`src/hw/rtl/rau_pkg.sv`:
```
// Types and constants of the rational arithmetic unit.
`timescale 1ns / 1ps
package rau_pkg;
    typedef enum logic [1:0] {
        OP_ADD = 2'd0,
        OP_SUB = 2'd1,
        OP_MUL = 2'd2,
        OP_DIV = 2'd3
    } opcode_t;

    typedef enum logic [1:0] {
        ST_OK       = 2'd0,
        ST_ZERO_DEN = 2'd1,
        ST_DIV_ZERO = 2'd2
    } status_t;
endpackage

```
`src/hw/rtl/rau_divider.sv`:
```
// Restoring unsigned divider, one quotient bit per cycle.
`timescale 1ns / 1ps
module rau_divider #(
    parameter int W = 33
) (
    input  logic         clk,
    input  logic         rst_n,
    input  logic         start,
    input  logic [W-1:0] dividend,
    input  logic [W-1:0] divisor,
    output logic         done,
    output logic [W-1:0] quotient,
    output logic [W-1:0] remainder
);
    localparam int CW = $clog2(W + 1);

    logic          busy_reg;
    logic [CW-1:0] cnt_reg;
    logic [W-1:0]  q_reg;
    logic [W-1:0]  r_reg;
    logic [W-1:0]  d_reg;
    logic          done_reg;
    logic [W:0]    trial;
    logic [W:0]    diff;

    assign trial = {r_reg, q_reg[W-1]};
    assign diff  = trial - {1'b0, d_reg};

    always_ff @(posedge clk or negedge rst_n)
    begin
        if (!rst_n)
        begin
            busy_reg <= 1'b0;
            done_reg <= 1'b0;
            cnt_reg  <= '0;
        end
        else
        begin
            done_reg <= 1'b0;
            if (start)
            begin
                busy_reg <= 1'b1;
                cnt_reg  <= CW'(W);
                q_reg    <= dividend;
                r_reg    <= '0;
                d_reg    <= divisor;
            end
            else if (busy_reg)
            begin
                if (diff[W])
                begin
                    r_reg <= trial[W-1:0];
                    q_reg <= {q_reg[W-2:0], 1'b0};
                end
                else
                begin
                    r_reg <= diff[W-1:0];
                    q_reg <= {q_reg[W-2:0], 1'b1};
                end
                cnt_reg <= cnt_reg - 1'b1;
                if (cnt_reg == CW'(1))
                begin
                    busy_reg <= 1'b0;
                    done_reg <= 1'b1;
                end
            end
        end
    end

    assign done      = done_reg;
    assign quotient  = q_reg;
    assign remainder = r_reg;
endmodule

```
`src/hw/rtl/rational_arithmetic_unit.sv`:
```
// Top level of the rational arithmetic unit.
`timescale 1ns / 1ps
// Rational arithmetic unit: takes two signed fractions and an opcode (add,
// subtract, multiply, divide) on s_axis, forms the cross products with one
// shared multiplier, reduces them by a Euclidean gcd and returns the reduced
// fraction and a status on m_axis. Remainders and the final divisions by the
// gcd all run on one restoring divider of 2*OPERAND_WIDTH+1 bits, one bit a
// cycle. Only one item is in flight; s_axis_tready stays low until the
// result is taken. Errors return 0/1 without division.
module rational_arithmetic_unit #(
    parameter int OPERAND_WIDTH = 16
) (
    input  logic                                clk,
    input  logic                                rst_n,
    input  logic                                s_axis_tvalid,
    output logic                                s_axis_tready,
    // opcode, a_num, a_den, b_num, b_den
    input  logic [((4*OPERAND_WIDTH+2+7)/8)*8-1:0] s_axis_tdata,
    output logic                                m_axis_tvalid,
    input  logic                                m_axis_tready,
    // res_num, res_den, status
    output logic [((4*OPERAND_WIDTH+4+7)/8)*8-1:0] m_axis_tdata
);
    import rau_pkg::*;

    localparam int OW  = OPERAND_WIDTH;
    localparam int RW  = 2 * OW + 1;
    localparam int IDW = ((4 * OW + 2 + 7) / 8) * 8;
    localparam int ODW = ((2 * RW + 2 + 7) / 8) * 8;

    typedef enum logic [3:0] {
        S_IDLE, S_M0, S_M1, S_M2, S_M3, S_COMB, S_GCD, S_GWAIT,
        S_DN, S_DNW, S_DD, S_DDW, S_OUT
    } state_t;

    state_t              state_reg;
    logic [1:0]          op_reg;
    logic signed [OW-1:0] an_reg, ad_reg, bn_reg, bd_reg;
    logic signed [RW-1:0] p0_reg, p1_reg, num_reg, den_reg;
    logic [RW-1:0]       gx_reg, gy_reg, g_reg;
    logic [RW-1:0]       rnum_reg, rden_reg;
    logic [1:0]          status_reg;
    logic                out_valid_reg;

    logic signed [OW-1:0] mul_a, mul_b;
    logic signed [RW-1:0] prod;
    logic                dstart;
    logic [RW-1:0]       dividend, divisor, quo, rem;
    logic                ddone;
    logic [RW-1:0]       mag_num, mag_den;

    always_comb
    begin
        mul_a = an_reg;
        mul_b = bd_reg;
        case (state_reg)
            S_M0:    begin mul_a = an_reg; mul_b = (op_reg == OP_MUL) ? bn_reg : bd_reg; end
            S_M1:    begin mul_a = bn_reg; mul_b = ad_reg; end
            S_M2:    begin mul_a = ad_reg; mul_b = (op_reg == OP_DIV) ? bn_reg : bd_reg; end
            default: begin mul_a = an_reg; mul_b = bd_reg; end
        endcase
    end

    assign prod    = RW'(mul_a) * RW'(mul_b);
    assign mag_num = num_reg[RW-1] ? RW'(-num_reg) : RW'(num_reg);
    assign mag_den = den_reg[RW-1] ? RW'(-den_reg) : RW'(den_reg);

    always_comb
    begin
        dstart   = 1'b0;
        dividend = gx_reg;
        divisor  = gy_reg;
        case (state_reg)
            S_GCD: dstart = (gy_reg != '0);
            S_DN:  begin dstart = 1'b1; dividend = mag_num; divisor = g_reg; end
            S_DD:  begin dstart = 1'b1; dividend = mag_den; divisor = g_reg; end
            default: dstart = 1'b0;
        endcase
    end

    rau_divider #(.W(RW)) u_div (
        .clk       (clk),
        .rst_n     (rst_n),
        .start     (dstart),
        .dividend  (dividend),
        .divisor   (divisor),
        .done      (ddone),
        .quotient  (quo),
        .remainder (rem)
    );

    always_ff @(posedge clk or negedge rst_n)
    begin
        if (!rst_n)
        begin
            state_reg     <= S_IDLE;
            out_valid_reg <= 1'b0;
        end
        else
        begin
            case (state_reg)
                S_IDLE:
                begin
                    if (s_axis_tvalid)
                    begin
                        op_reg <= s_axis_tdata[1:0];
                        an_reg <= s_axis_tdata[2+OW-1:2];
                        ad_reg <= s_axis_tdata[2+2*OW-1:2+OW];
                        bn_reg <= s_axis_tdata[2+3*OW-1:2+2*OW];
                        bd_reg <= s_axis_tdata[2+4*OW-1:2+3*OW];
                        state_reg <= S_M3;
                    end
                end
                S_M3:
                begin
                    rnum_reg <= '0;
                    rden_reg <= RW'(1);
                    if (ad_reg == '0 || bd_reg == '0)
                    begin
                        status_reg    <= ST_ZERO_DEN;
                        out_valid_reg <= 1'b1;
                        state_reg     <= S_OUT;
                    end
                    else if (op_reg == OP_DIV && bn_reg == '0)
                    begin
                        status_reg    <= ST_DIV_ZERO;
                        out_valid_reg <= 1'b1;
                        state_reg     <= S_OUT;
                    end
                    else
                    begin
                        status_reg <= ST_OK;
                        state_reg  <= S_M0;
                    end
                end
                S_M0: begin p0_reg <= prod; state_reg <= S_M1; end
                S_M1: begin p1_reg <= prod; state_reg <= S_M2; end
                S_M2:
                begin
                    den_reg   <= prod;
                    state_reg <= S_COMB;
                end
                S_COMB:
                begin
                    case (op_reg)
                        OP_ADD:  num_reg <= p0_reg + p1_reg;
                        OP_SUB:  num_reg <= p0_reg - p1_reg;
                        default: num_reg <= p0_reg;
                    endcase
                    state_reg <= S_GCD;
                    gx_reg    <= '0;
                    gy_reg    <= '0;
                end
                S_GCD:
                begin
                    if (gx_reg == '0 && gy_reg == '0)
                    begin
                        gx_reg <= mag_den;
                        gy_reg <= mag_num;
                        if (mag_den == '0 && mag_num == '0)
                        begin
                            g_reg     <= RW'(1);
                            state_reg <= S_DN;
                        end
                    end
                    else if (gy_reg == '0)
                    begin
                        g_reg     <= gx_reg;
                        state_reg <= S_DN;
                    end
                    else
                        state_reg <= S_GWAIT;
                end
                S_GWAIT:
                begin
                    if (ddone)
                    begin
                        gx_reg <= gy_reg;
                        gy_reg <= rem;
                        if (rem == '0)
                        begin
                            g_reg     <= gy_reg;
                            state_reg <= S_DN;
                        end
                        else
                            state_reg <= S_GCD;
                    end
                end
                S_DN:  state_reg <= S_DNW;
                S_DNW:
                begin
                    if (ddone)
                    begin
                        rnum_reg  <= num_reg[RW-1] ? RW'(-quo) : quo;
                        state_reg <= S_DD;
                    end
                end
                S_DD:  state_reg <= S_DDW;
                S_DDW:
                begin
                    if (ddone)
                    begin
                        rden_reg      <= den_reg[RW-1] ? RW'(-quo) : quo;
                        out_valid_reg <= 1'b1;
                        state_reg     <= S_OUT;
                    end
                end
                S_OUT:
                begin
                    if (m_axis_tready)
                    begin
                        out_valid_reg <= 1'b0;
                        state_reg     <= S_IDLE;
                    end
                end
                default: state_reg <= S_IDLE;
            endcase
        end
    end

    assign s_axis_tready = (state_reg == S_IDLE);
    assign m_axis_tvalid = out_valid_reg;
    assign m_axis_tdata  = ODW'({status_reg, rden_reg, rnum_reg});
endmodule

```
`config.mk`:
```
export PLATFORM = sky130hd
export DESIGN_NAME = rational_arithmetic_unit
export DESIGN_NICKNAME = d
export VERILOG_FILES = /design/src/hw/rtl/rau_pkg.sv /design/src/hw/rtl/rau_divider.sv /design/src/hw/rtl/rational_arithmetic_unit.sv
export SDC_FILE = /design/constraint.sdc
export NUM_CORES = 2
export LEC_CHECK = 0
export ABC_AREA = 1
export ABC_CLOCK_PERIOD_IN_PS = 12200
export BUFFER_PORTS_ARGS = -buffer_cell sky130_fd_sc_hd__clkbuf_2
export CAP_MARGIN = 0
export CORE_ASPECT_RATIO = 0.8
export CORE_MARGIN = 1
export CORE_UTILIZATION = 40
export DETAILED_ROUTE_END_ITERATION = 12
export GPL_TIMING_DRIVEN = 0
export PLACE_DENSITY_LB_ADDON = 0.08
export RECOVER_POWER = 50
export SETUP_SLACK_MARGIN = 0.15
export SLEW_MARGIN = 20
export SYNTH_ARGS = -nofsm -noshare
export SYNTH_HDL_FRONTEND = slang
export SYNTH_HIERARCHICAL = 1
export SYNTH_SLANG_ARGS = --single-unit
export TNS_END_PERCENT = 100
```
`constraint.sdc`:
```
create_clock -name clk -period 12.2 [get_ports clk]
set_input_delay 0.61 -clock clk [delete_from_list [all_inputs] [get_ports clk]]
set_output_delay 0.61 -clock clk [all_outputs]
set_load 0.01 [all_outputs]
```
==> implementation parameters <==
Parameter                              Value

Global routing
  Vias in the first global route ... 31500
  Number of antenna violations at the first check in global routing ... 2
  Largest net degree at the start of global routing ... 44
  Residual overflow from global routing ... 0
  Wire length of the first global-routing pass ... 200 mm
  Total global-route track usage ... 27.3%

Die
  Number of top-level design ports ... 150
  Total die area ... 98500 um2
  FP Rows ... 101
  Floorplan Core Area ... 95700 um2
  Die Width ... 351 um
  Vert. Die Dim ... 281 um
  Initial standard-cell utilization of the core ... 40.7%

Worst setup path
  Req. time, crit path ... 12560 ps
  Kind of critical path ... flop to flop
  Max Fanout on Critical Path ... 9
  CP endpoint kind ... flop
  Critical path startpoint category ... flop
  Arrival time worst endpoint ... 9680 ps
  Worst Reg2Reg Path Length in Cells ... 26

Power
  Power per Cell Area ... 129 nW/um2
  Max rail drop VDD ... 0.107 mV
  Cell-internal power ... 0.00344 W
  Clock power share ... 28.2%
  Share of total power consumed by net switching ... 37.9%
  Leakage power of the design ... 20.2 nW
  Flop pwr share ... 41.4%
  Reported net switching power ... 0.00210 W
  PnR Total Power ... 0.00554 W
  Logic pwr share ... 30.5%

Timing
  Headroom to the max-slew limit ... -92.0%
  Achievable Freq ... 107 MHz
  Number of endpoints failing setup at the final stage ... 0
  Final-layout setup total negative slack ... 0 ps
  Final hold viol count ... 0
  Post-route fraction of the period consumed by the critical path ... 76.3%
  Skew final ... 38.2 ps
  Worst slew pin tran ... 2880 ps
  Number of slew-limit violations in the final report ... 74
  Final min period ... 9310 ps
  Unrepaired setup endpoints after global routing ... no

Synthesis
  Top cell type by total area after synthesis ... sky130_fd_sc_hd__edfxtp_1
  Register bit count reported by yosys ... 474
  Most numerous cell in the Yosys netlist ... sky130_fd_sc_hd__nand2_1
  Ys async rst share ... 2.74%
  Share of Yosys cell area claimed by the top area cell type ... 35.6%
  Area of the mapped netlist ... 38900 um2
  Synth cell types ... 63
  Number of synthesized flops with an enable pin ... 461
  Synth Flop Type ... sky130_fd_sc_hd__edfxtp_1
  Synth Area per Inst ... 8.17 um2
  Cell count after synthesis ... 4761
  Synth top cells by count ... 1265 x sky130_fd_sc_hd__nand2_1, 879 x sky130_fd_sc_hd__inv_1, 461 x sky130_fd_sc_hd__edfxtp_1
  Count of warnings emitted by yosys ... 6
  Sequential cell area fraction in the yosys report ... 36.4%
  Cells taking the most area after synthesis ... sky130_fd_sc_hd__edfxtp_1 36%, sky130_fd_sc_hd__fa_1 14%, sky130_fd_sc_hd__nand2_1 12%

Hold path
  Cell depth of the worst hold path ... 1
  Min-Delay Path Class ... input pin to flop

Clock network
  Resized cells post-CTS ... 0
  Setup Fix Bufs, Post-CTS ... 0
  Clock edge transition at the registers on the reported setup and hold paths ... 60 ps
  Clock Latency Late Sink ... 660 ps
  CTS HTree Levels ... 2
  Total number of clock tree sinks ... 474
  Number of buffers added by the clock tree synthesis step ... 53
  Hold_buf cts ... 0
  Clock Path Buffers ... 3
  TritonCTS clock tree ... built
  Clock root buffer ... sky130_fd_sc_hd__clkbuf_16

Placed design
  Half-perimeter wire length after detailed placement ... 112 mm
  Port-buffer cells ... 139
  Last weighted congestion value of the routability-driven placer ... 0.982

Finish
  P&R area growth vs syn ... 10.3%
  Final net count ... 5477
  Area occupied by multi-input gates ... 20700 um2
  Sequential cell area ... 14200 um2
  Fill cell count ... 9705
  Antenna diode instance count ... 0
  Fraction of final layout cells sized beyond drive strength 1 ... 6.27%

Drt
  Total Wirelength ... 135 mm
  Post-route DRC violation count ... 0
  Via count of the routed design ... 33100
  DR vias/cell ... 5.24
  Initial detailed-routing violation count ... 3511
  Number of optimization iterations in the first detailed-route pass ... 6
  Number of routed nets with antenna violations ... 0
  WL/cell ... 21.3 um

Outcome
  Status ... finished with violations
  Violated checks ... max-capacitance violations, max-slew violations

Run
  Max-cap violations ... 3
[cells in the final DEF, fill, tap and decap left out, drive strengths merged, types with 11 or more instances in the layout]
master | Yosys | final
clkinv | 8 | 33
a21oi | 170 | 170
buf | 55 | 58
xnor2 | 40 | 40
inv | 906 | 910
fa | 264 | 264
nand4 | 49 | 49
nand3b | 22 | 22
nor2 | 463 | 463
ha | 154 | 154
nor4 | 45 | 45
o21ai | 202 | 202
xor2 | 75 | 75
or2 | 23 | 23
nand3 | 243 | 243
o21bai | 14 | 14
a21o | 11 | 11
nor3 | 50 | 50
nand2 | 1283 | 1283
o21a | 11 | 11
o211ai | 24 | 24
a221oi | 13 | 13
edfxtp | 461 | 461
a22o | 14 | 14
a22oi | 13 | 13
dfrtp | 13 | 13
o221ai | 19 | 19
clkbuf | 67 | 291
o22ai | 13 | 13
[cell families after synthesis]
logic type                 Yosys count  share of synthesized area [%]
xor gates and xnor gates           115                           2.59
and+or+nand+nor                   2187                           23.6
DFF                                474                           36.4
other                                1                        0.00964
buffers and inverters             1036                           10.3
adders and majority gates          418                           18.5
AOI/OAI and AO/OA                  530                           8.52
[through the flow]
| stage | util (%) | cell area [um2] | setup slack [ps] | std cells | hold WS [ps] |
|---|---|---|---|---|---|
| after CTS | 45.3 | 43300 | 2790 | 6312 | 85.5 |
| after detailed placement | 43.6 | 41700 | 2830 | 6215 | 486 |
| after global routing | 44.9 | 42900 | 2480 | 6312 | 112 |
| after floorplan | - | 38900 | 5100 | 4764 | 314 |
| after global placement | 43.1 | 41200 | 1690 | 6190 | 482 |
| final | 44.9 | 42900 | 2890 | 6312 | 132 |
[cell type report]
class | instances | area share, %
buffer | 122 | 1.33
clock buffer | 63 | 3.18
clock inverter | 34 | 0.606
inverter | 914 | 7.99
multi-input combinational | 3254 | 48.2
sequential | 474 | 33.0
tap | 1287 | 3.75
timing repair buffer | 164 | 1.93
[power groups by stage]
stage	clock network (W)	logic, W	registers [W]
finish	0.00156	0.00169	0.00229
global route	0.00164	0.00189	0.00230
CTS	0.00159	0.00166	0.00228
detailed placement	0	0.00165	0.00231
global placement	0	0.00165	0.00231
floorplan	0	0.00120	0.00217
[path summary, 6_finish.rpt]
kind	from	end	slack (ps)
min in group asynchronous	rst_n	state_reg[3]$_DFFE_PN0P_	1490
max reg2reg	op_reg[1]$_DFFE_PP_	p1_reg[28]$_DFFE_PP_	2890
min	s_axis_tdata[26]	ad_reg[8]$_DFFE_PP_	130
min reg2reg	u_div/cnt_reg[4]$_DFFE_PN0N_	u_div/cnt_reg[4]$_DFFE_PN0N_	490
max	op_reg[1]$_DFFE_PP_	p1_reg[28]$_DFFE_PP_	2890
max in group asynchronous	rst_n	u_div/cnt_reg[4]$_DFFE_PN0N_	9100
[worst max-delay path: stages, from the launching register on]
cell and delay, ps:
sky130_fd_sc_hd__edfxtp_1 550, sky130_fd_sc_hd__inv_1 130, sky130_fd_sc_hd__nor2_1 520, sky130_fd_sc_hd__o211ai_1 310, sky130_fd_sc_hd__nor2_4 390, sky130_fd_sc_hd__inv_2 240, sky130_fd_sc_hd__a221oi_2 650, sky130_fd_sc_hd__inv_1 310
sky130_fd_sc_hd__nand2_1 160, sky130_fd_sc_hd__fa_1 440, sky130_fd_sc_hd__inv_1 100, sky130_fd_sc_hd__fa_1 640, sky130_fd_sc_hd__fa_1 650, sky130_fd_sc_hd__fa_1 460, sky130_fd_sc_hd__fa_1 540, sky130_fd_sc_hd__inv_1 50
sky130_fd_sc_hd__fa_1 520, sky130_fd_sc_hd__inv_1 40, sky130_fd_sc_hd__ha_1 400, sky130_fd_sc_hd__nand2_1 190, sky130_fd_sc_hd__nor4_1 470, sky130_fd_sc_hd__nand3_1 130, sky130_fd_sc_hd__nand3_1 210, sky130_fd_sc_hd__a31o_2 210
sky130_fd_sc_hd__nand3_1 70, sky130_fd_sc_hd__nand3_1 90, sky130_fd_sc_hd__xor2_1 520
[per-layer routing]
metal | up-vias | share of wire, % | track usage (%)
met5 | - | 0 | 0
met4 | 0 | 3.2 | 8.42
met3 | 202 | 8.1 | 4.55
met2 | 1271 | 41 | 39.3
met1 | 16000 | 48 | 41.3
li1 | 15700 | - | -
No activity file was read; power rests on OpenSTA's default activity.
